**src/rtl/core/ppg_ram.sv**
```systemverilog
// ----------------------------------------------------------------------------
// Generic RAM
// One write port, two registered read ports sharing one read enable.
// ----------------------------------------------------------------------------
module ppg_ram #(
  parameter int unsigned Width = 8,
  parameter int unsigned Depth = 16,
  localparam int unsigned AddrW = $clog2(Depth)
) (
  input  logic             clk_i,
  input  logic             we_i,
  input  logic [AddrW-1:0] waddr_i,
  input  logic [Width-1:0] wdata_i,
  input  logic             re_i,
  input  logic [AddrW-1:0] raddr_a_i,
  input  logic [AddrW-1:0] raddr_b_i,
  output logic [Width-1:0] rdata_a_o,
  output logic [Width-1:0] rdata_b_o
);

  logic [Width-1:0] mem_q [Depth];
  logic [Width-1:0] rdata_a_q;
  logic [Width-1:0] rdata_b_q;

  always_ff @(posedge clk_i) begin
    if (we_i) begin
      mem_q[waddr_i] <= wdata_i;
    end
    if (re_i) begin
      rdata_a_q <= mem_q[raddr_a_i];
      rdata_b_q <= mem_q[raddr_b_i];
    end
  end

  assign rdata_a_o = rdata_a_q;
  assign rdata_b_o = rdata_b_q;

endmodule

```
**config.mk**
```make
export PLATFORM = sky130hd
export DESIGN_NAME = ppg_ram
export DESIGN_NICKNAME = d
export VERILOG_FILES = /design/src/rtl/core/ppg_ram.sv
export SDC_FILE = /design/constraint.sdc
export NUM_CORES = 1
export LEC_CHECK = 0
export ABC_AREA = 1
export BUFFER_PORTS_ARGS = -buffer_cell sky130_fd_sc_hd__clkbuf_2
export CORE_MARGIN = 2
export CORE_UTILIZATION = 60
export DETAILED_ROUTE_END_ITERATION = 10
export PLACE_DENSITY_LB_ADDON = 0.2
export SLEW_MARGIN = 20
export SYNTH_ARGS = -nofsm -noshare
export SYNTH_HDL_FRONTEND = slang
export SYNTH_SLANG_ARGS = --single-unit
export TNS_END_PERCENT = 100
```
**constraint.sdc**
```tcl
create_clock -name clk_i -period 1.2 [get_ports clk_i]
set_input_delay 0.12 -clock clk_i [delete_from_list [all_inputs] [get_ports clk_i]]
set_output_delay 0.12 -clock clk_i [all_outputs]
set_load 0.02 [all_outputs]
```
* Word level (Yosys, flattened, before mapping) *
Memories as Yosys holds them, arrays and structs flattened. A register that Yosys moved wholly into a read port is not among the register bits.
Cells that the tools add are included.
W data, S select, Z words.

word-level totals
  input port bits = 23
  memories kept = 1
  bits in registers = 0
  word-level logic and storage cells = 3
  output and inout bits = 16
  memory bits (writable) = 128

memory list
  memory  words  width  read ports  clocked after memory_dff  write ports  line  RTL
  mem_q   16     8      2           2                         1            21    logic [Width-1:0] mem_q [Depth];

cells by class
  mux-type cells = 2

operators with widths
  cell     number
  $mux W1  2

* Depth between registers and ports, before layout *
  depth in word-level cells = 2
  depth in mapped cells = 7
  mapped depth without buffers = 6

* Least setup slack after synthesis *
Ideal clock, no wire load.

  path type = input port to flip-flop
  from = input waddr_i[2]
  to = memory mem_q[10][0] (enable)
  stages = 2
  arrival = 0.701 ns
  setup slack = 0.129 ns
  cell sequence = nand3b_1 > nor2_1

RTL lines
  element             line  RTL
  start: declaration  12    input logic [AddrW-1:0] waddr_i,
  end: declaration    21

Straight into the memory's write port.

* Final worst setup path *
  from = register rdata_a_q[3] (netlist: rdata_a_o[3]), read port of mem_q
  to = output rdata_a_o[3]

RTL lines
  element             line  RTL
  start: declaration  22    logic [Width-1:0] rdata_a_q;
  end: declaration    17    output logic [Width-1:0] rdata_a_o,

No word-level cell between the ends.

==> impl_results.md <==
* Outcome: completed
* Post-synthesis sequential area ratio at 58.3%
* Post-DRT Antenna Nets at 0
* Clock buffers created by TritonCTS at 17
* Hpwl dp at 13800 um
* Worst r2r dst: rdata_a_o[7]
* Post-synth net total at 874
* Crit path largest cell delay at 0.44 ns
* WHS at 0.108 ns
* Leakage at 3.96 nW
* DRT met1 WL at 8140 um
* Fmax at 847 MHz
* Core ar. at 12100 sq um
* Gpl congestion at 0.918
* Final instance area at 8720 sq um
* Min Tclk post-route at 1.18 ns
* Vias in the first global route at 6011
* Worst Hold End: mem_q[12][3]
* Total number of vias at 6301
* Antenna cells at 0
* Overall global routing resource usage at 33.4%
* Area grow syn2layout at 17.6%
* Final setup violation count at 0
* TritonCTS clock tree: done
* Worst Path Required at 1.08 ns
* Dpl cell area at 8050 sq um
* WHS Path Cells at 1
* Remaining DRCs at 0
* R2R Path Start: mem_q[7][7]
* Worst-path clk slew at 0.06 ns
* CP Launch Type: register
* VDD IR max at 0.00114 V
* Worst skew pair latency at 0.43 ns
* Fin. Hold Viols at 0
* Max Slew Vio Count at 0
* Initial Util at 61.5%
* H-Tree Depth at 4
* Crit path DAT at 1.06 ns
* Routed wl met3 at 2100 um
* Number of synthesized register bits at 144
* Syn Area/Cell at 8.72 sq um
* Top Family by Delay on Critical Path: flip-flops
* Distinct cells, synth at 12
* Crit. Startpoint: rdata_a_o[3]
* Post-route clock period utilization at 98.4%
* Initial DRC count at 1022
* # fillers at 901
* Buffers on Ports at 38
* Largest net degree at the start of global routing at 38
* Crit path buf inv count at 1
* Worst Tran Pin Value at 0.505 ns
* Share of cells above drive strength 1 at 14.6%
* Type of the most critical hold path: primary input to register
* Slew headroom at 66.3%
* Layout Skew at 0.00555 ns
* CP cell instances: clkbuf_2
* Inst Count DP at 1062
* Critical path type: register to primary output
* Vias per inst at 5.76
* Final #Nets at 936
* Synthesized instance count at 851
* Remaining global-route overflow at 0
* Syn Std Cell Area at 7420 sq um
* Post-CTS Setup Inserts at 0
* Max-cap violation count at 0
* Min-delay src: wdata_i[3]
* Die width at 115 um
* Register-to-Register Path Depth at 6
* Fin Setup TNS at 0 ns
* Most frequent cells in the layout: 277 x nand2_1, 218 x nand3_1, 144 x edfxtp_1
* DR WL met2 at 9870 um
* Hold-fix buffers, CTS at 0
* Avg WL per Cell at 19.0 um
* Cell Rows at 40
* RSZ-0062 raised after global routing: false
* YS warnings at 0
* Initial antenna violation count at 0
* Power Density at 1470 nW/um^2
* Final core utilization at 72.3%
* IO Pins at 39
* DIE AREA at 13300 sq um
* DRT Pass-1 Iters at 7
* CP Capture Type: primary output
* Die H at 115 um
* Clk buf depth at 2
* R2R setup slack at 0.06 ns
* First-pass GRT wire length at 32300 um
* Clk sinks at 144
* Final wirelength at 20800 um
* Commonest non-fill, non-tap cell in the layout: nand2_1
* Final Non-Filler Cells at 1094
* Root Driver: clkbuf_16
* Worst-path fanout max at 1
* Max Used Layer: met4
* CP max-delay cell: edfxtp_1
==> synthesized netlist by cell type <==
| master | n | area [sq um] |
|---|---|---|
| buf_1 | 1 | 3.75 |
| buf_2 | 26 | 130 |
| buf_4 | 4 | 30.0 |
| buf_6 | 14 | 158 |
| clkbuf_1 | 3 | 11.3 |
| edfxtp_1 | 144 | 4320 |
| inv_1 | 134 | 503 |
| inv_2 | 4 | 15.0 |
| nand2_1 | 277 | 1040 |
| nand3_1 | 225 | 1130 |
| nand3b_1 | 2 | 15.0 |
| nor2_1 | 17 | 63.8 |
==> per-stage QoR <==
stage	worst slack [ns]	total power, W
detailed placement	-0.205	0.00712
CTS	0.0179	0.0128
global placement	-0.200	0.00710
floorplan	0.129	0.00659
finish	0.0191	0.0128
global route	0.000439	0.0131
==> area by class of cell <==
cell class,instances,area (sq um),share of cell area (%)
inverters,138,518,5.94
repair buffers,91,751,8.60
clock inverters,15,216,2.48
multi-input cells,521,2280,26.1
well taps,168,210,2.41
flip-flops and latches,144,4320,49.6
clock buffers,17,425,4.88
==> flip-flops by register name, indices dropped and copies added (netlist names) <==
signal / flops
rdata_b_o: 8
mem_q: 128
rdata_a_o: 8
==> routing by layer <==
| metal | track usage [%] | vias up |
|---|---|---|
| li1 | - | 2886 |
| met1 | 45.1 | 2934 |
| met2 | 52.3 | 413 |
| met3 | 6.85 | 68 |
| met4 | 15.8 | 0 |
| met5 | 0 | - |
==> cell families after synthesis <==
logic type / share of synthesized area [%]
simple gates: 30.3
buf+inv: 11.5
flops: 58.3
==> worst max path at each step <==
stage,to,slack [ns],depth (start not counted)
after floorplan,mem_q[10][0],0.13,2
after global placement,rdata_b_o[4],-0.20,8
after detailed placement,rdata_b_o[4],-0.20,8
after CTS,rdata_b_o[4],0.02,6
after global routing,rdata_b_o[6],0.0004,6
final,rdata_a_o[3],0.02,1
==> where the power goes <==
| part | switching, W | internal, W | total [W] |
|---|---|---|---|
| clock network | 0.00206 | 0.00367 | 0.00573 |
| registers | 0.0000474 | 0.00569 | 0.00574 |
| logic | 0.000871 | 0.000440 | 0.00131 |
| total | 0.00298 | 0.00980 | 0.0128 |
==> repair_timing <==
item | CTS | global route
resized for setup | 0 | 10
hold endpoints to repair | 0 | 0
setup endpoints to repair | 0 | 8
Power figures use the tool's default switching activity.
