$ cat src/rtl/core/ppg_pkg.sv
// ----------------------------------------------------------------------------
// Plasma pixel generator package
// Widths, constants, shared types and the sine and palette tables.
// ----------------------------------------------------------------------------
package ppg_pkg;

  localparam int ANGLE_WIDTH   = 9;
  localparam int PALETTE_WIDTH = 8;
  localparam int DIM_WIDTH     = 12;

  localparam int PHASE_W  = 16;
  localparam int TIME_W   = 32;
  localparam int SINE_W   = 18;
  localparam int ROWSUM_W = SINE_W + 1;
  localparam int TOTAL_W  = SINE_W + 2;
  localparam int MAG_W    = 16;
  localparam int PIXEL_W  = 16;

  localparam int SINE_DEPTH   = 1 << ANGLE_WIDTH;
  localparam int SINE_QUARTER = 1 << (ANGLE_WIDTH - 2);
  localparam int PAL_DEPTH    = 1 << PALETTE_WIDTH;
  localparam int PAL_SEG      = PAL_DEPTH / 4;
  localparam int SINE_ONE     = 65536;
  localparam int CHAN_MAX     = 255;

  localparam int RED_MASK   = 'hf800;
  localparam int GREEN_MASK = 'h07e0;
  localparam int BLUE_MASK  = 'h001f;

  localparam real PI         = 3.14159265358979323846;
  localparam real ANGLE_STEP = PI / real'(1 << (ANGLE_WIDTH - 1));

  localparam logic [PHASE_W-1:0] ROW_STEP_A = PHASE_W'(655);
  localparam logic [PHASE_W-1:0] ROW_STEP_B = PHASE_W'(402);
  localparam logic [PHASE_W-1:0] COL_STEP_A = PHASE_W'(378);
  localparam logic [PHASE_W-1:0] COL_STEP_B = PHASE_W'(270);

  localparam logic [DIM_WIDTH-1:0] FRAME_WIDTH_RST  = DIM_WIDTH'(320);
  localparam logic [DIM_WIDTH-1:0] FRAME_HEIGHT_RST = DIM_WIDTH'(240);

  localparam int CFG_IDX_W = 4;
  localparam logic [CFG_IDX_W-1:0] REG_FRAME_WIDTH  = CFG_IDX_W'(0);
  localparam logic [CFG_IDX_W-1:0] REG_FRAME_HEIGHT = CFG_IDX_W'(1);

  // time to phase origin: long division of {time, 16'b0} by a constant
  localparam int DIV_RADIX_BITS = 4;
  localparam int DIV_STEPS      = (TIME_W + PHASE_W) / DIV_RADIX_BITS;
  localparam int DIV_CNT_W      = $clog2(DIV_STEPS);
  localparam int DIV_REM_W      = 12;
  localparam logic [DIV_REM_W-1:0] ROW_TIME_DIV = DIV_REM_W'(1230);
  localparam logic [DIV_REM_W-1:0] COL_TIME_DIV = DIV_REM_W'(3000);

  typedef struct packed {
    logic               busy;
    logic               hit;
    logic [PHASE_W-1:0] row_origin;
    logic [PHASE_W-1:0] col_origin;
  } div_res_t;

  typedef struct packed {
    logic valid;
    logic first;
    logic eol;
    logic eof;
  } pix_ctl_t;

  function automatic logic [SINE_W*(SINE_QUARTER+1)-1:0] build_sine_qtr();
    logic [SINE_W*(SINE_QUARTER+1)-1:0] tbl;
    int v;
    tbl = '0;
    for (int k = 0; k <= SINE_QUARTER; k++) begin
      if (k == SINE_QUARTER) begin
        v = SINE_ONE;
      end else begin
        v = $rtoi($sin(ANGLE_STEP * real'(k)) * real'(SINE_ONE));
      end
      tbl[k*SINE_W +: SINE_W] = SINE_W'(v);
    end
    return tbl;
  endfunction

  localparam logic [SINE_W*(SINE_QUARTER+1)-1:0] SINE_QTR_TBL = build_sine_qtr();

  // full-wave entry from the quarter-wave table
  function automatic logic [SINE_W-1:0] sine_entry(input logic [ANGLE_WIDTH-1:0] idx);
    logic [ANGLE_WIDTH-3:0] pos;
    int k;
    logic [SINE_W-1:0] v;
    pos = idx[ANGLE_WIDTH-3:0];
    if (idx[ANGLE_WIDTH-2]) begin
      k = SINE_QUARTER - int'(pos);
    end else begin
      k = int'(pos);
    end
    v = SINE_QTR_TBL[k*SINE_W +: SINE_W];
    if (idx[ANGLE_WIDTH-1]) begin
      v = '0 - v;
    end
    return v;
  endfunction

  function automatic logic [PIXEL_W-1:0] pack565(input int r, input int g, input int b);
    return PIXEL_W'(((r << 8) & RED_MASK) | ((g << 3) & GREEN_MASK) | ((b >> 3) & BLUE_MASK));
  endfunction

  function automatic logic [PIXEL_W*PAL_DEPTH-1:0] build_palette();
    logic [PIXEL_W*PAL_DEPTH-1:0] tbl;
    int jj;
    tbl = '0;
    for (int k = 0; k < PAL_SEG; k++) begin
      jj = (k * 4 * CHAN_MAX) >> PALETTE_WIDTH;
      tbl[k*PIXEL_W +: PIXEL_W]               = pack565(CHAN_MAX, jj, CHAN_MAX - jj);
      tbl[(PAL_SEG+k)*PIXEL_W +: PIXEL_W]     = pack565(CHAN_MAX - jj, CHAN_MAX, jj);
      tbl[(2*PAL_SEG+k)*PIXEL_W +: PIXEL_W]   = pack565(0, CHAN_MAX - jj, CHAN_MAX);
      tbl[(3*PAL_SEG+k)*PIXEL_W +: PIXEL_W]   = pack565(jj, 0, CHAN_MAX);
    end
    return tbl;
  endfunction

  localparam logic [PIXEL_W*PAL_DEPTH-1:0] PALETTE_TBL = build_palette();

  function automatic logic [PIXEL_W-1:0] palette_color(input logic [PALETTE_WIDTH-1:0] idx);
    return PALETTE_TBL[int'(idx)*PIXEL_W +: PIXEL_W];
  endfunction

endpackage

$ cat src/rtl/core/ppg_phase_div.sv
// ----------------------------------------------------------------------------
// Phase origin divider
// floor(t*65536/D) mod 2^16 for both time divisors, four bits per cycle.
// ----------------------------------------------------------------------------
module ppg_phase_div (
  input  logic                     clk_i,
  input  logic                     rst_ni,
  input  logic                     start_i,
  input  logic [ppg_pkg::TIME_W-1:0] time_i,
  output ppg_pkg::div_res_t        res_o
);

  import ppg_pkg::*;

  typedef enum logic [2:0] {
    DIV_IDLE = 3'b001,
    DIV_BUSY = 3'b010,
    DIV_DONE = 3'b100
  } div_state_e;

  div_state_e state_q, state_d;
  logic [DIV_CNT_W-1:0] cnt_q;
  logic [TIME_W-1:0]    dvd_q;
  logic [TIME_W-1:0]    time_q;
  logic [DIV_REM_W-1:0] rem_row_q, rem_col_q;
  logic [PHASE_W-1:0]   quo_row_q, quo_col_q;
  logic [DIV_REM_W+DIV_RADIX_BITS-1:0] row_step, col_step;
  logic [DIV_RADIX_BITS-1:0] chunk;

  function automatic logic [DIV_REM_W+DIV_RADIX_BITS-1:0] div_chunk(
    input logic [DIV_REM_W-1:0]      rem,
    input logic [DIV_RADIX_BITS-1:0] bits,
    input logic [DIV_REM_W-1:0]      dsor
  );
    logic [DIV_REM_W:0]        r;
    logic [DIV_RADIX_BITS-1:0] q;
    r = {1'b0, rem};
    q = '0;
    for (int i = DIV_RADIX_BITS - 1; i >= 0; i--) begin
      r = {r[DIV_REM_W-1:0], bits[i]};
      if (r >= {1'b0, dsor}) begin
        r    = r - {1'b0, dsor};
        q[i] = 1'b1;
      end
    end
    return {r[DIV_REM_W-1:0], q};
  endfunction

  assign chunk    = dvd_q[TIME_W-1 -: DIV_RADIX_BITS];
  assign row_step = div_chunk(rem_row_q, chunk, ROW_TIME_DIV);
  assign col_step = div_chunk(rem_col_q, chunk, COL_TIME_DIV);

  always_comb begin
    state_d = state_q;
    case (state_q)
      DIV_IDLE: begin
        if (start_i) state_d = DIV_BUSY;
      end
      DIV_BUSY: begin
        if (cnt_q == DIV_CNT_W'(DIV_STEPS - 1)) state_d = DIV_DONE;
      end
      DIV_DONE: begin
        if (start_i) state_d = DIV_BUSY;
      end
      default: state_d = DIV_IDLE;
    endcase
  end

  always_ff @(posedge clk_i or negedge rst_ni) begin
    if (!rst_ni) begin
      state_q <= DIV_IDLE;
      cnt_q   <= '0;
    end else begin
      state_q <= state_d;
      if (state_q == DIV_BUSY) begin
        cnt_q <= cnt_q + 1'b1;
      end else begin
        cnt_q <= '0;
      end
    end
  end

  always_ff @(posedge clk_i) begin
    if (start_i && state_q != DIV_BUSY) begin
      dvd_q     <= time_i;
      time_q    <= time_i;
      rem_row_q <= '0;
      rem_col_q <= '0;
    end else if (state_q == DIV_BUSY) begin
      dvd_q     <= dvd_q << DIV_RADIX_BITS;
      rem_row_q <= row_step[DIV_RADIX_BITS +: DIV_REM_W];
      rem_col_q <= col_step[DIV_RADIX_BITS +: DIV_REM_W];
      quo_row_q <= {quo_row_q[PHASE_W-DIV_RADIX_BITS-1:0], row_step[DIV_RADIX_BITS-1:0]};
      quo_col_q <= {quo_col_q[PHASE_W-DIV_RADIX_BITS-1:0], col_step[DIV_RADIX_BITS-1:0]};
    end
  end

  assign res_o.busy       = (state_q == DIV_BUSY);
  assign res_o.hit        = (state_q == DIV_DONE) && (time_q == time_i);
  assign res_o.row_origin = quo_row_q;
  assign res_o.col_origin = quo_col_q;

endmodule

$ cat config.mk
export PLATFORM = sky130hd
export DESIGN_NAME = ppg_phase_div
export DESIGN_NICKNAME = d
export VERILOG_FILES = /design/src/rtl/core/ppg_pkg.sv /design/src/rtl/core/ppg_phase_div.sv
export SDC_FILE = /design/constraint.sdc
export NUM_CORES = 1
export LEC_CHECK = 0
export BUFFER_PORTS_ARGS = -buffer_cell sky130_fd_sc_hd__buf_2
export CAP_MARGIN = 10
export CORE_MARGIN = 5
export CORE_UTILIZATION = 40
export CTS_CLUSTER_SIZE = 40
export DETAILED_ROUTE_END_ITERATION = 7
export GPL_TIMING_DRIVEN = 0
export HOLD_SLACK_MARGIN = 0.05
export MAX_ROUTING_LAYER = met4
export RECOVER_POWER = 25
export SYNTH_ARGS = -nofsm -noshare
export SYNTH_HDL_FRONTEND = slang
export SYNTH_SLANG_ARGS = --single-unit
export TNS_END_PERCENT = 5
$ cat constraint.sdc
create_clock -name clk_i -period 7.1 [get_ports clk_i]
set_clock_uncertainty 0.05 [all_clocks]
set_input_delay 0 -clock clk_i [delete_from_list [all_inputs] [get_ports clk_i]]
set_output_delay 0 -clock clk_i [all_outputs]
set_load 0.01 [all_outputs]
Yosys cells after proc, flatten, opt, wreduce, memory -nomap -nowiden

Index checks and enable logic that the tools add are counted.
Widths: inputs -> output; s select.

Input bits: 35
Flip-flop bits (word level): 127
Output and inout port bits: 34

Reduce and logical (&&, ||, !) cells: 6
Mux-type cells: 22
Add/sub/neg operators: 9
Bitwise logic cells: 1
Equal/unequal tests: 8
Order comparisons: 8

Operator list:

| operator               | count |
|---|---|
| $mux 12                | 8 |
| $mux 32                | 2 |
| $ge 13x11->1 const B   | 4 |
| $ge 13x12->1 const B   | 4 |
| $sub 12x11->12 const B | 4 |
| $sub 12x12->12 const B | 4 |
| $eq 32x32->1           | 1 |
| $mux 1                 | 8 |
| $mux 3                 | 2 |
| $pmux 3 s2             | 1 |
| $add 4x1->4 const B    | 1 |
| $eq 4x4->1 const B     | 1 |
| $mux 4                 | 1 |
| $ne 2x1->1 const B     | 2 |
| $reduce_and 2->1       | 2 |
| $eq 3x1->1 const B     | 1 |
| $eq 3x2->1 const B     | 1 |
| $eq 3x3->1 const B     | 1 |
| $ne 3x2->1 const B     | 1 |
| $logic_and 1x1->1      | 2 |
| $reduce_bool 2->1      | 1 |
| $reduce_or 2->1        | 1 |
| $not 1->1              | 1 |

Longest topological paths before layout

Depth after elaboration: 8
Depth in mapped cells: 30
Gate-level depth less buffers: 25

Least setup slack after synthesis

Ideal clock, no wire load.

Path type: reg2reg
From: register rem_row_q[1]
To: register rem_row_q[10]
Data arrival time: 5658 ps
Slack: 1265 ps
Cell stages (with the launch flop): 30
Period minus slack after synthesis: 5835 ps
Data required time: 6923 ps
Library setup time: 127 ps
Buffers on the path: 5
Cells stage by stage: dfxtp_1 -> ha_1 -> a211o_1 -> a21boi_2 -> a31o_1 -> buf_6 -> buf_6 -> buf_2 -> xnor2_1 -> ha_1 -> nand2_1 -> and2_1 -> mux2_4 -> a32oi_4 -> nor2_1 -> xnor2_1 -> ha_1 -> a21boi_2 -> a311oi_2 -> o21ai_4 -> buf_6 -> xnor2_1 -> ha_1 -> nand2_1 -> o22ai_1 -> o211ai_1 -> a21oi_2 -> buf_4 -> nor3_1 -> or3_1

Longest elaborated chain between the ends: 8
Elaborated cells between the ends (all ways): 12
Classes of those cells: add/sub: 4; order compare: 4; mux: 4

RTL lines:

| item                                           | RTL line                                 | RTL |
|---|---|---|
| from (decl)                                    | ppg_phase_div.sv:25                      | `logic [DIV_REM_W-1:0] rem_row_q, rem_col_q;` |
| from (signal assigned)                         | ppg_phase_div.sv:91                      | `rem_row_q <= row_step[DIV_RADIX_BITS +: DIV_REM_W];` |
| $sub 12x11->12 or $ge 13x11->1 (tied branches) | ppg_phase_div.sv:42, ppg_phase_div.sv:41 |  |
| $mux 12 (*)                                    | ppg_phase_div.sv:41                      | `if (r >= {1'b0, dsor}) begin` |
| $sub 12x11->12 or $ge 13x11->1 (tied branches) | ppg_phase_div.sv:42, ppg_phase_div.sv:41 |  |
| $mux 12 (*)                                    | ppg_phase_div.sv:41                      |  |
| $sub 12x11->12 or $ge 13x11->1 (tied branches) | ppg_phase_div.sv:42, ppg_phase_div.sv:41 |  |
| $mux 12 (*)                                    | ppg_phase_div.sv:41                      |  |
| $sub 12x11->12 or $ge 13x11->1 (tied branches) | ppg_phase_div.sv:42, ppg_phase_div.sv:41 |  |
| $mux 12 (*)                                    | ppg_phase_div.sv:41                      |  |

Mark *: on every way between the ends. The rest lies on a longest branch, timed or not.
A chain may end at the register's enable or synchronous reset.

Final worst setup path

From: register rem_row_q[0]
To: register rem_row_q[4]

The elaborated chain is that of the path after synthesis.

==> results.json <==
{
  "grt_pass1_wl_um": 36100,
  "arrival_ps": 6990,
  "cp_data_required_time_ps": 7360,
  "worstMarginPinSlew_ps": 1140,
  "layout_commonest_cell": "edfxtp_1",
  "seq_area_frac_synth": 0.420,
  "syn2layout_area_growth_pct": 21.2,
  "worst-setup-path-type": "reg2reg",
  "ant_nets": 0,
  "dpl_worst_slack_ps": 168,
  "setup_tns_ps": 0,
  "synth-seq-cells": 126,
  "diodes": 0,
  "synth_edf_count": 96,
  "place_area_um2": 9080,
  "async_reset_ff_frac": 0.0556,
  "port_buffers": 68,
  "drive_above_1_share": 0.174,
  "clk_path_buf_depth": 2,
  "path_common_cell": "buf_6",
  "cts_tree": "yes",
  "antenna_found_initial": 0,
  "rsz0062_at_grt": "yes",
  "cp-start-kind": "register",
  "via_per_inst": 5.77,
  "max_cap_violations": 0,
  "mostFrequentLayoutCells": "edfxtp_1 (96), nand2_1 (73), clkbuf_1 (59)",
  "finalCriticalPeriod_ps": 6730,
  "layout.nets": 1002,
  "max_freq_mhz": 149,
  "met1_length_um": 10500,
  "setup_viol": 0,
  "cp-end-kind": "register",
  "grt_max_degree": 33,
  "initial_core_util": 0.402,
  "remaining_drc_errors": 0,
  "ys_warn_count": 0,
  "die-area_um2": 23900,
  "finalInstanceArea_um2": 10100,
  "setup_slack_ps": 375,
  "num_rows": 53,
  "cts.sinks": 126,
  "via_count": 7193,
  "die_x_um": 155,
  "cts-htree-levels": 4,
  "top_layer": "met4",
  "period_share": 0.947,
  "dr.pass1.iters": 5,
  "p_per_area_nw_per_um2": 409,
  "drt-initial-drc-count": 653,
  "grt_use_total": 0.194,
  "status": "finished, final reports clean",
  "synthCells": 830,
  "grt_pass1_vias": 6685,
  "hold_viol": 0,
  "synth_ff_type": "edfxtp_1",
  "syn-cell-area_um2": 8370,
  "grt.overflow.total": 0,
  "ys_types": 95,
  "slew_violations": 0,
  "die_h_um": 155,
  "cts_root_buffer": "clkbuf_16",
  "cts_buffers": 17,
  "leakage_nw": 3.62,
  "synth_nets": 874,
  "insertion_delay_ps": 420,
  "post_drt_wl_per_cell_um": 18.5,
  "synth_area_per_cell_um2": 10.1,
  "io_pins": 69,
  "met2RoutedLength_um": 10900,
  "relSlewSlack": 0.240,
  "hpwl_um": 17000,
  "path_clk_slew_ps": 60,
  "cp_slowest_cell": "dfxtp_1",
  "max_stage_delay_ps": 360,
  "core-area_um2": 20800,
  "globalplace.congestion": 0.871,
  "ir_worst_vdd_mv": 0.220,
  "hold_class": "in2reg",
  "wl_met3_um": 1230,
  "critPathMaxFanout": 10,
  "routed_wl_um": 23100
}
-- synth_stat cells, types with 14 or more instances --
| cell type | instances | share of area |
|---|---|---|
| mux2i_1 | 22 | 0.026 |
| nand2_1 | 73 | 0.033 |
| edfxtp_1 | 96 | 0.34 |
| inv_1 | 18 | 0.0081 |
| clkbuf_1 | 18 | 0.0081 |
| o21ai_0 | 48 | 0.029 |
| xnor2_1 | 49 | 0.051 |
| nor2_1 | 49 | 0.022 |
| a21oi_1 | 23 | 0.014 |
| or3_1 | 14 | 0.010 |
| mux2_2 | 33 | 0.044 |
| and3_1 | 17 | 0.013 |
| xor2_1 | 23 | 0.024 |
| nor3_1 | 22 | 0.013 |
| nand3_1 | 22 | 0.013 |
| dfxtp_1 | 23 | 0.055 |
-- cells by family (layout without fill, tap and decap cells) --
group / after synthesis / count (layout) / synth area share
muxes: 57 / 57 / 0.0743
adders and majority gates: 9 / 9 / 0.0135
buffers and inverters: 59 / 200 / 0.0324
AOI/OAI and AO/OA: 220 / 220 / 0.202
DFF: 126 / 126 / 0.420
and+or+nand+nor: 287 / 287 / 0.182
xor gates and xnor gates: 72 / 72 / 0.0753
-- where the power goes --
part | switching, mW | internal [mW] | leakage, nW
logic | 1.32 | 0.767 | 2.11
clock network | 0.319 | 0.621 | 0.311
registers | 0.112 | 1.02 | 1.20
-- metal layers --
layer  vias up  global-route usage
met5         -                   -
li1       3441                   -
met2       215               0.300
met1      3498               0.262
met3        39              0.0299
met4         0              0.0648
-- stage by stage --
stage	cells	power, mW	utilization	hold WS, ps
after detailed placement	1174	3.13	0.436	-201
final	1246	4.15	0.487	336
after global routing	1246	4.40	0.487	334
after floorplan	830	2.58	-	-346
after global placement	1173	3.12	0.435	-210
after CTS	1242	4.10	0.484	266
-- flip-flops by register name (all words and copies together), names as in the netlist --
signal,count
rem_col_q,11
quo_col_q,16
time_q,32
state_q,3
quo_row_q,16
cnt_q,4
dvd_q,32
rem_row_q,12
-- repair_timing --
action	CTS	global route
hold endpoints to repair	73	0
buffers inserted	0	3
resized for setup	0	9
endpoints found under the setup margin	0	20
hold buffers	36	0
-- critical path, delay by kind of cell, from the launching register on --
kind	cells	cell delay, ps
muxes	2	650
buffers and inverters	7	1250
and+or+nand+nor	6	830
xor gates and xnor gates	3	610
AOI/OAI and AO/OA	9	2050
DFF	1	360
adders and majority gates	3	790
-- final timing paths --
kind	startpoint	end	cells past startpoint	slack, ps
worst min register to register	quo_col_q[0]	quo_col_q[4]	0	400
worst min-delay path	time_i[13]	time_q[13]	2	340
max in group asynchronous	rst_ni	state_q[1]	4	5630
worst max register to register	rem_row_q[0]	rem_row_q[4]	30	370
worst max-delay path	rem_row_q[0]	rem_row_q[4]	30	370
min in group asynchronous	rst_ni	state_q[0]	3	620
-- layout make-up --
type,instances,area [um^2]
flip-flops and latches,126,3520
clock buffers,17,425
repair buffers,109,727
inverters,22,82.6
clock inverters,15,219
multi-input cells,645,4640
fillers,1951,10700
plain buffers,37,189
well taps,275,344
Note: power is estimated with default switching activity, not from simulation.
