==> config.mk <==
export PLATFORM = sky130hd
export DESIGN_NAME = ppg_shade
export DESIGN_NICKNAME = d
export VERILOG_FILES = /design/src/rtl/core/ppg_pkg.sv /design/src/rtl/core/ppg_shade.sv
export SDC_FILE = /design/constraint.sdc
export NUM_CORES = 1
export LEC_CHECK = 0
export BUFFER_PORTS_ARGS = -buffer_cell sky130_fd_sc_hd__buf_2
export CELL_PAD_IN_SITES_DETAIL_PLACEMENT = 2
export CELL_PAD_IN_SITES_GLOBAL_PLACEMENT = 2
export CORE_MARGIN = 8
export CORE_UTILIZATION = 35
export DETAILED_ROUTE_END_ITERATION = 8
export GPL_ROUTABILITY_DRIVEN = 0
export HOLD_SLACK_MARGIN = 0.1
export PLACE_DENSITY_LB_ADDON = 0.08
export SLEW_MARGIN = 20
export SYNTH_ARGS = -nofsm -noshare
export SYNTH_HDL_FRONTEND = slang
export SYNTH_SLANG_ARGS = --single-unit
==> constraint.sdc <==
create_clock -name clk_i -period 5.8 [get_ports clk_i]
set_clock_uncertainty 0.15 [all_clocks]
set_input_delay 0.58 -clock clk_i [delete_from_list [all_inputs] [get_ports clk_i]]
set_output_delay 0.58 -clock clk_i [all_outputs]
set_load 0.005 [all_outputs]
==> src/rtl/core/ppg_pkg.sv <==
// ----------------------------------------------------------------------------
// Plasma pixel generator package
// Widths, constants, shared types and the sine and palette tables.
// ----------------------------------------------------------------------------
package ppg_pkg;

  localparam int ANGLE_WIDTH   = 9;
  localparam int PALETTE_WIDTH = 8;
  localparam int DIM_WIDTH     = 12;

  localparam int PHASE_W  = 16;
  localparam int TIME_W   = 32;
  localparam int SINE_W   = 18;
  localparam int ROWSUM_W = SINE_W + 1;
  localparam int TOTAL_W  = SINE_W + 2;
  localparam int MAG_W    = 16;
  localparam int PIXEL_W  = 16;

  localparam int SINE_DEPTH   = 1 << ANGLE_WIDTH;
  localparam int SINE_QUARTER = 1 << (ANGLE_WIDTH - 2);
  localparam int PAL_DEPTH    = 1 << PALETTE_WIDTH;
  localparam int PAL_SEG      = PAL_DEPTH / 4;
  localparam int SINE_ONE     = 65536;
  localparam int CHAN_MAX     = 255;

  localparam int RED_MASK   = 'hf800;
  localparam int GREEN_MASK = 'h07e0;
  localparam int BLUE_MASK  = 'h001f;

  localparam real PI         = 3.14159265358979323846;
  localparam real ANGLE_STEP = PI / real'(1 << (ANGLE_WIDTH - 1));

  localparam logic [PHASE_W-1:0] ROW_STEP_A = PHASE_W'(655);
  localparam logic [PHASE_W-1:0] ROW_STEP_B = PHASE_W'(402);
  localparam logic [PHASE_W-1:0] COL_STEP_A = PHASE_W'(378);
  localparam logic [PHASE_W-1:0] COL_STEP_B = PHASE_W'(270);

  localparam logic [DIM_WIDTH-1:0] FRAME_WIDTH_RST  = DIM_WIDTH'(320);
  localparam logic [DIM_WIDTH-1:0] FRAME_HEIGHT_RST = DIM_WIDTH'(240);

  localparam int CFG_IDX_W = 4;
  localparam logic [CFG_IDX_W-1:0] REG_FRAME_WIDTH  = CFG_IDX_W'(0);
  localparam logic [CFG_IDX_W-1:0] REG_FRAME_HEIGHT = CFG_IDX_W'(1);

  // time to phase origin: long division of {time, 16'b0} by a constant
  localparam int DIV_RADIX_BITS = 4;
  localparam int DIV_STEPS      = (TIME_W + PHASE_W) / DIV_RADIX_BITS;
  localparam int DIV_CNT_W      = $clog2(DIV_STEPS);
  localparam int DIV_REM_W      = 12;
  localparam logic [DIV_REM_W-1:0] ROW_TIME_DIV = DIV_REM_W'(1230);
  localparam logic [DIV_REM_W-1:0] COL_TIME_DIV = DIV_REM_W'(3000);

  typedef struct packed {
    logic               busy;
    logic               hit;
    logic [PHASE_W-1:0] row_origin;
    logic [PHASE_W-1:0] col_origin;
  } div_res_t;

  typedef struct packed {
    logic valid;
    logic first;
    logic eol;
    logic eof;
  } pix_ctl_t;

  function automatic logic [SINE_W*(SINE_QUARTER+1)-1:0] build_sine_qtr();
    logic [SINE_W*(SINE_QUARTER+1)-1:0] tbl;
    int v;
    tbl = '0;
    for (int k = 0; k <= SINE_QUARTER; k++) begin
      if (k == SINE_QUARTER) begin
        v = SINE_ONE;
      end else begin
        v = $rtoi($sin(ANGLE_STEP * real'(k)) * real'(SINE_ONE));
      end
      tbl[k*SINE_W +: SINE_W] = SINE_W'(v);
    end
    return tbl;
  endfunction

  localparam logic [SINE_W*(SINE_QUARTER+1)-1:0] SINE_QTR_TBL = build_sine_qtr();

  // full-wave entry from the quarter-wave table
  function automatic logic [SINE_W-1:0] sine_entry(input logic [ANGLE_WIDTH-1:0] idx);
    logic [ANGLE_WIDTH-3:0] pos;
    int k;
    logic [SINE_W-1:0] v;
    pos = idx[ANGLE_WIDTH-3:0];
    if (idx[ANGLE_WIDTH-2]) begin
      k = SINE_QUARTER - int'(pos);
    end else begin
      k = int'(pos);
    end
    v = SINE_QTR_TBL[k*SINE_W +: SINE_W];
    if (idx[ANGLE_WIDTH-1]) begin
      v = '0 - v;
    end
    return v;
  endfunction

  function automatic logic [PIXEL_W-1:0] pack565(input int r, input int g, input int b);
    return PIXEL_W'(((r << 8) & RED_MASK) | ((g << 3) & GREEN_MASK) | ((b >> 3) & BLUE_MASK));
  endfunction

  function automatic logic [PIXEL_W*PAL_DEPTH-1:0] build_palette();
    logic [PIXEL_W*PAL_DEPTH-1:0] tbl;
    int jj;
    tbl = '0;
    for (int k = 0; k < PAL_SEG; k++) begin
      jj = (k * 4 * CHAN_MAX) >> PALETTE_WIDTH;
      tbl[k*PIXEL_W +: PIXEL_W]               = pack565(CHAN_MAX, jj, CHAN_MAX - jj);
      tbl[(PAL_SEG+k)*PIXEL_W +: PIXEL_W]     = pack565(CHAN_MAX - jj, CHAN_MAX, jj);
      tbl[(2*PAL_SEG+k)*PIXEL_W +: PIXEL_W]   = pack565(0, CHAN_MAX - jj, CHAN_MAX);
      tbl[(3*PAL_SEG+k)*PIXEL_W +: PIXEL_W]   = pack565(jj, 0, CHAN_MAX);
    end
    return tbl;
  endfunction

  localparam logic [PIXEL_W*PAL_DEPTH-1:0] PALETTE_TBL = build_palette();

  function automatic logic [PIXEL_W-1:0] palette_color(input logic [PALETTE_WIDTH-1:0] idx);
    return PALETTE_TBL[int'(idx)*PIXEL_W +: PIXEL_W];
  endfunction

endpackage

==> src/rtl/core/ppg_shade.sv <==
// ----------------------------------------------------------------------------
// Shading pipeline
// Sine sum, magnitude and clamp, palette lookup and the output register.
// ----------------------------------------------------------------------------
module ppg_shade (
  input  logic                          clk_i,
  input  logic                          rst_ni,
  input  ppg_pkg::pix_ctl_t             ctl_i,
  output logic                          take_o,
  input  logic [ppg_pkg::SINE_W-1:0]    row_sin_a_i,
  input  logic [ppg_pkg::SINE_W-1:0]    row_sin_b_i,
  input  logic [ppg_pkg::SINE_W-1:0]    col_sin_a_i,
  input  logic [ppg_pkg::SINE_W-1:0]    col_sin_b_i,
  output logic                          out_valid_o,
  input  logic                          out_stall_i,
  output logic [ppg_pkg::PIXEL_W-1:0]   pixel_o,
  output logic                          eol_o,
  output logic                          eof_o
);

  import ppg_pkg::*;

  pix_ctl_t s1_q, s2_q, s3_q;
  logic     out_valid_q, out_eol_q, out_eof_q;
  logic [PIXEL_W-1:0]       pixel_q;
  logic [ROWSUM_W-1:0]      row_sum_q, row_new, row_eff;
  logic [TOTAL_W-1:0]       total_q, total_d;
  logic [SINE_W-1:0]        shifted, mag;
  logic [MAG_W-1:0]         mag_clamp;
  logic [PALETTE_WIDTH-1:0] idx_q, idx_d;
  logic                     rdy2, rdy3, rdy4;

  assign rdy4   = !out_valid_q || !out_stall_i;
  assign rdy3   = !s3_q.valid || rdy4;
  assign rdy2   = !s2_q.valid || rdy3;
  assign take_o = !s1_q.valid || rdy2;

  assign row_new = {row_sin_a_i[SINE_W-1], row_sin_a_i} + {row_sin_b_i[SINE_W-1], row_sin_b_i};
  assign row_eff = s1_q.first ? row_new : row_sum_q;
  assign total_d = {row_eff[ROWSUM_W-1], row_eff}
                 + {{2{col_sin_a_i[SINE_W-1]}}, col_sin_a_i}
                 + {{2{col_sin_b_i[SINE_W-1]}}, col_sin_b_i};

  // floor division by four, then magnitude and clamp
  assign shifted   = total_q[TOTAL_W-1:2];
  assign mag       = shifted[SINE_W-1] ? ('0 - shifted) : shifted;
  assign mag_clamp = (|mag[SINE_W-1:MAG_W]) ? '1 : mag[MAG_W-1:0];
  assign idx_d     = mag_clamp[MAG_W-1 -: PALETTE_WIDTH];

  always_ff @(posedge clk_i or negedge rst_ni) begin
    if (!rst_ni) begin
      s1_q        <= '0;
      s2_q        <= '0;
      s3_q        <= '0;
      out_valid_q <= 1'b0;
    end else begin
      if (take_o) s1_q <= ctl_i;
      if (rdy2)   s2_q <= s1_q;
      if (rdy3)   s3_q <= s2_q;
      if (rdy4)   out_valid_q <= s3_q.valid;
    end
  end

  always_ff @(posedge clk_i) begin
    if (rdy2) begin
      total_q <= total_d;
      if (s1_q.valid && s1_q.first) begin
        row_sum_q <= row_new;
      end
    end
    if (rdy3) begin
      idx_q <= idx_d;
    end
    if (rdy4) begin
      pixel_q   <= palette_color(idx_q);
      out_eol_q <= s3_q.eol;
      out_eof_q <= s3_q.eof;
    end
  end

  assign out_valid_o = out_valid_q;
  assign pixel_o     = pixel_q;
  assign eol_o       = out_eol_q;
  assign eof_o       = out_eof_q;

endmodule

== Yosys cells after proc, flatten, opt, wreduce, memory -nomap -nowiden ==
Cells that the tools add are included.

* Register bits after elaboration: 76
* Input port bits: 79
* Output and inout bits: 20
* Word-level logic and storage cells: 36

* $add $sub $neg: 4
* Shift-type cells: 1
* Muxes and demuxes: 2
* Reduce and logical (&&, ||, !) cells: 12

{| class="wikitable"
|+ Operator list
! operator !! number
|-
| indexed part select 4096 x 13 -> 16 bit, first input constant || 1
|-
| adder 19 x 18 -> 20 bit || 1
|-
| adder 20 bit || 1
|-
| adder 18 x 18 -> 19 bit || 1
|-
| two-way mux 19 bit || 1
|-
| two-way mux 18 bit || 1
|-
| subtractor 1 x 18 -> 18 bit, first input constant || 1
|-
| logical NOT 1 bit || 5
|-
| logical OR 1 bit || 4
|-
| AND reduction 2 bit || 1
|-
| OR reduction 2 bit || 1
|-
| logical AND 1 bit || 1
|}

== Longest topological paths before layout ==
* Depth in word-level cells: 5
* Mapped depth: 18
* Mapped depth without buffers: 17

== Worst setup path after synthesis ==
Ideal clock, no wire load.

* Kind: input to register
* From: input row_sin_a_i[0] in the netlist's numbering
* To: register total_q[16], data pin
* Setup time: 0.264 ns
* Arrival: 4.337 ns
* Data required time: 5.386 ns
* Path slack: 1.049 ns
* Stages: 15
* Path buffers: 0
* Cells stage by stage: ha_1 -> fa_1 -> a21o_1 -> a221oi_2 -> a211oi_1 -> or4_1 -> o211a_1 -> mux2_4 -> fa_1 -> ha_1 -> a21oi_1 -> nor2b_1 -> or3_1 -> a221oi_1 -> xnor2_1

* Longest elaborated chain between the ends: 4

{| class="wikitable"
|+ Ends and longest elaborated chain
! element !! RTL line !! RTL
|-
| from (decl) || ppg_shade.sv:10 || <nowiki>input logic [ppg_pkg::SINE_W-1:0] row_sin_a_i,</nowiki>
|-
| adder 18 x 18 -> 19 bit || ppg_shade.sv:38 || <nowiki>assign row_new = {row_sin_a_i[SINE_W-1], row_sin_a_i} + {row_sin_b_i[SINE_W-1], row_sin_b_i};</nowiki>
|-
| via row_new[12] || ppg_shade.sv:26 || <nowiki>logic [ROWSUM_W-1:0] row_sum_q, row_new, row_eff;</nowiki>
|-
| two-way mux 19 bit || ppg_shade.sv:39 || <nowiki>assign row_eff = s1_q.first ? row_new : row_sum_q;</nowiki>
|-
| adder 19 x 18 -> 20 bit || ppg_shade.sv:41 || <nowiki>+ {{2{col_sin_a_i[SINE_W-1]}}, col_sin_a_i}</nowiki>
|-
| adder 20 bit || ppg_shade.sv:42 || <nowiki>+ {{2{col_sin_b_i[SINE_W-1]}}, col_sin_b_i};</nowiki>
|-
| via total_d[16] || ppg_shade.sv:27 || <nowiki>logic [TOTAL_W-1:0] total_q, total_d;</nowiki>
|-
| to (signal assigned) || ppg_shade.sv:66 || <nowiki>total_q <= total_d;</nowiki>
|-
| to (decl) || ppg_shade.sv:27 ||
|}

The timed path passes the listed nets, and every way through them passes these cells.
A chain may end at the register's enable or synchronous reset.

== Worst setup path after layout ==
Same ends and word-level chain as after synthesis.

==> summary.md <==
| Metric | Value |
|---|---|
| Status | `finished, final reports clean` |
| # DRC | `0` |
| Max-slew violation count | `0` |
| Total vias in the final route | `4296` |
| Worst EP arrival | `4.91 ns` |
| Share of cells above drive strength 1 | `22.4%` |
| Final #Nets | `763` |
| I/O pin count | `99` |
| P per Cell Area | `422 nW/um2` |
| CTS H-tree depth | `3` |
| Post-synthesis mux area share | `5.26%` |
| Final setup viols | `0` |
| Core area | `15300 um2` |
| CP Launch Type | `primary input` |
| Largest family of logic cells by synthesized area | `adder cells` |
| CP max stage cell | `fa_1` |
| Net Sw Frac | `38.1%` |
| Drt via density | `5.17` |
| Ant. Diodes | `0` |
| Total gr overflow | `0` |
| Worst-Margin Slew | `1.00 ns` |
| Total wire length | `14500 um` |
| Num CTS Buffers | `9` |
| Final hold viol count | `0` |
| Chip width | `141 um` |
| Slew margin rel. | `33.3%` |
| CP Capture Type | `register` |
| Crit path max fanout | `6` |
| Vias in the first global route | `4918` |
| Internal power | `1.70 mW` |
| Die area | `19900 um2` |
| Post-route setup TNS | `0 ns` |
| Hpwl dp | `12000 um` |
| Asr flop ratio synth | `14.9%` |
| Drt pass-1 iters | `4` |
| Clk buf depth | `2` |
| Area Overhead vs Synth | `18.9%` |
| First-pass GRT wire length | `24300 um` |
| Hold path start | `ctl_i[3]` |
| Sequential-to-total area share from yosys stat | `39.6%` |
| Die Span Y | `141 um` |
| Kind of critical path | `primary input to register` |
| Final period utilization | `85.7%` |
| Iteration-0 DRC Markers | `119` |
| LEAKAGE | `2.81 nW` |
| XOR/XNOR share of the synthesized area | `6.89%` |
| CP peak stage delay | `0.45 ns` |
| Worst r2r src | `s1_q[2]` |
| Cells on worst reg2reg path | `10` |
| Routed len/inst | `17.5 um` |
| Clock transition at path regs | `0.06 ns` |
| Compound-gate portion of the synthesized area | `15.1%` |
| CP Data Required Time | `5.73 ns` |
| Setup ws final | `0.829 ns` |
| HP Class | `primary input to register` |
| Pwr Total | `2.74 mW` |
| Yosys warns | `0` |
| RSZ-0062 raised after global routing | `false` |
| Synth Flop Type | `edfxtp_1` |
| Fin Hold WS | `0.292 ns` |
| Max Clk Rate | `201 MHz` |
| Syn Inst Count | `517` |
| Fin crit period | `4.97 ns` |
| Netlist cell types | `48` |
| Final Core Density | `42.6%` |
| Sequential power share | `35.9%` |
| Hold Path Stages | `2` |
| Syn_area_per_cell | `10.6 um2` |
| Simple-gate area share of the yosys netlist | `11.2%` |
| Worst hold endpoint | `s1_q[3]` |
| Post-synth EDFFs | `63` |
| Syn Nets | `665` |
| Largest net degree at the start of global routing | `24` |
| Clock Power Share | `21.4%` |
| Clk root buf | `clkbuf_16` |
| Switching power | `1.04 mW` |
| CP cell instances | `buf_2 -> ha_1 -> fa_1 -> a21o_1 -> a221oi_2 -> a211oi_1 -> or4_1 -> o211a_1 -> mux2_4 -> fa_1 -> ha_1 -> a21oi_1 -> nor2b_1 -> or3_1 -> a221oi_1 -> xnor2_1` |
| Peak VDD IR | `186 uV` |
| Clk_lat worst skew | `0.34 ns` |
| CTS tree | `done` |
| DRT antenna net count | `0` |
| # rows | `45` |
| Post-CTS Setup Bufs | `0` |
| Initial antenna violation count | `0` |
| Reg-to-reg slack, setup | `1.59 ns` |
| Dpl ws | `0.458 ns` |
| Starting Density | `35.8%` |
| Sink Count | `74` |
| Port buffer count | `98` |
| Combinational share of power | `42.7%` |
| Yosys reg bits | `74` |
| GRT Util Overall | `15.1%` |
| Reg-to-reg endpoint | `total_q[17]` |
| Post-synthesis adder-cell area fraction | `18.5%` |
| Mapped Area | `5470 um2` |
| Max-Cap Viols | `0` |
## repair_timing
item                      CTS  global route
gates resized for setup     0             0
hold endpoints to repair   11             0
hold buffers                1             0
## metrics by stage
step           cells  cell area, um2
2_1_floorplan    517            5470
3_3_place_gp     814            6180
3_5_place_dp     814            6180
4_1_cts          831            6500
5_1_grt          831            6500
6_report         831            6500
## layout by cell type (no fill, tap or decap), types with 4 or more instances in the layout
cell | netlist | final
o31a_1 | 4 | 4
mux2_2 | 18 | 18
o22ai_1 | 5 | 5
nand3_1 | 11 | 11
a21o_1 | 12 | 12
xor2_1 | 18 | 18
mux2i_1 | 7 | 7
edfxtp_1 | 63 | 63
buf_2 | 0 | 98
ha_1 | 49 | 49
nand2b_1 | 10 | 10
fa_1 | 20 | 20
clkbuf_16 | 0 | 9
inv_1 | 36 | 36
dfrtp_1 | 11 | 11
xnor2_1 | 25 | 25
o211ai_1 | 4 | 4
o21bai_1 | 5 | 5
nand4_1 | 5 | 5
nor3_1 | 5 | 5
a21oi_1 | 31 | 31
a22oi_1 | 6 | 6
o21ai_0 | 26 | 26
a211oi_1 | 7 | 7
nor2_1 | 24 | 24
and3_1 | 9 | 9
o31ai_1 | 4 | 4
nand2_1 | 47 | 47
nor2b_1 | 6 | 6
a31oi_1 | 6 | 6
## flip-flops by register name, summed over array words and instances (netlist names), 3 cells and up
signal     count
s1_q           4
s3_q           3
idx_q          8
total_q       18
pixel_o       16
row_sum_q     19
s2_q           3
## cells in the mapped netlist, drive strengths merged (7+ instances only)
library cell	instances	area, um2
a211oi	7	52.6
a21o	12	90.1
a21oi	31	155
and3	9	56.3
clkbuf	11	41.3
dfrtp	11	275
edfxtp	63	1890
fa	20	400
ha	49	613
inv	36	135
mux2	19	218
mux2i	7	70.1
nand2	47	176
nand2b	10	62.6
nand3	11	55.1
nor2	24	90.1
o21ai	27	135
xnor2	25	219
xor2	18	158
## final cells by class
cell class | instances | area, um2
clock buffers | 9 | 225
clock inverters | 7 | 83.8
fillers | 1631 | 8760
inverters | 36 | 135
multi-input cells | 394 | 3120
flip-flops and latches | 74 | 2170
well taps | 211 | 264
repair buffers | 100 | 508
## worst max-delay path: cells and delay by family
family	cells	cell delay, ns
AOI/OAI and AO/OA	6	1.49
xor gates and xnor gates	1	0.11
adders and majority gates	4	1.47
and+or+nand+nor	3	0.88
buffers and inverters	1	0.10
muxes	1	0.27
## layer usage
layer | vias to the layer above | share of wire [%] | global-route usage [%]
met5 | - | 0 | 0
met4 | 0 | 1.2 | 4.58
met3 | 11 | 3.3 | 2.94
met2 | 69 | 52 | 27.9
met1 | 2131 | 44 | 17.1
li1 | 2085 | - | -
## power groups by stage
stage | clock network (mW) | registers (mW) | logic, mW
4_1_cts | 0.605 | 0.991 | 1.19
5_1_grt | 0.624 | 1.02 | 1.32
2_1_floorplan | 0 | 0.928 | 0.870
3_3_place_gp | 0 | 0.987 | 1.12
6_report | 0.586 | 0.985 | 1.17
3_5_place_dp | 0 | 1.00 | 1.18
## worst max path at each step
stage,endpoint,startpoint,slack (ns)
6_report,total_q[16],row_sin_a_i[0],0.83
5_1_grt,total_q[16],row_sin_a_i[0],0.59
4_1_cts,total_q[16],row_sin_a_i[0],0.81
3_5_place_dp,total_q[16],row_sin_a_i[0],0.46
3_3_place_gp,total_q[16],row_sin_a_i[0],0.63
2_1_floorplan,total_q[16],row_sin_a_i[0],1.05
## cell families (layout without fill, tap and decap cells)
| family | count (synthesis) | count (layout) |
|---|---|---|
| mux | 26 | 26 |
| flops | 74 | 74 |
| xor+xnor | 43 | 43 |
| buf+inv | 49 | 152 |
| fa+ha+maj | 69 | 69 |
| compound gates | 127 | 127 |
| simple gates | 129 | 129 |
No activity file was read; power rests on OpenSTA's default activity.
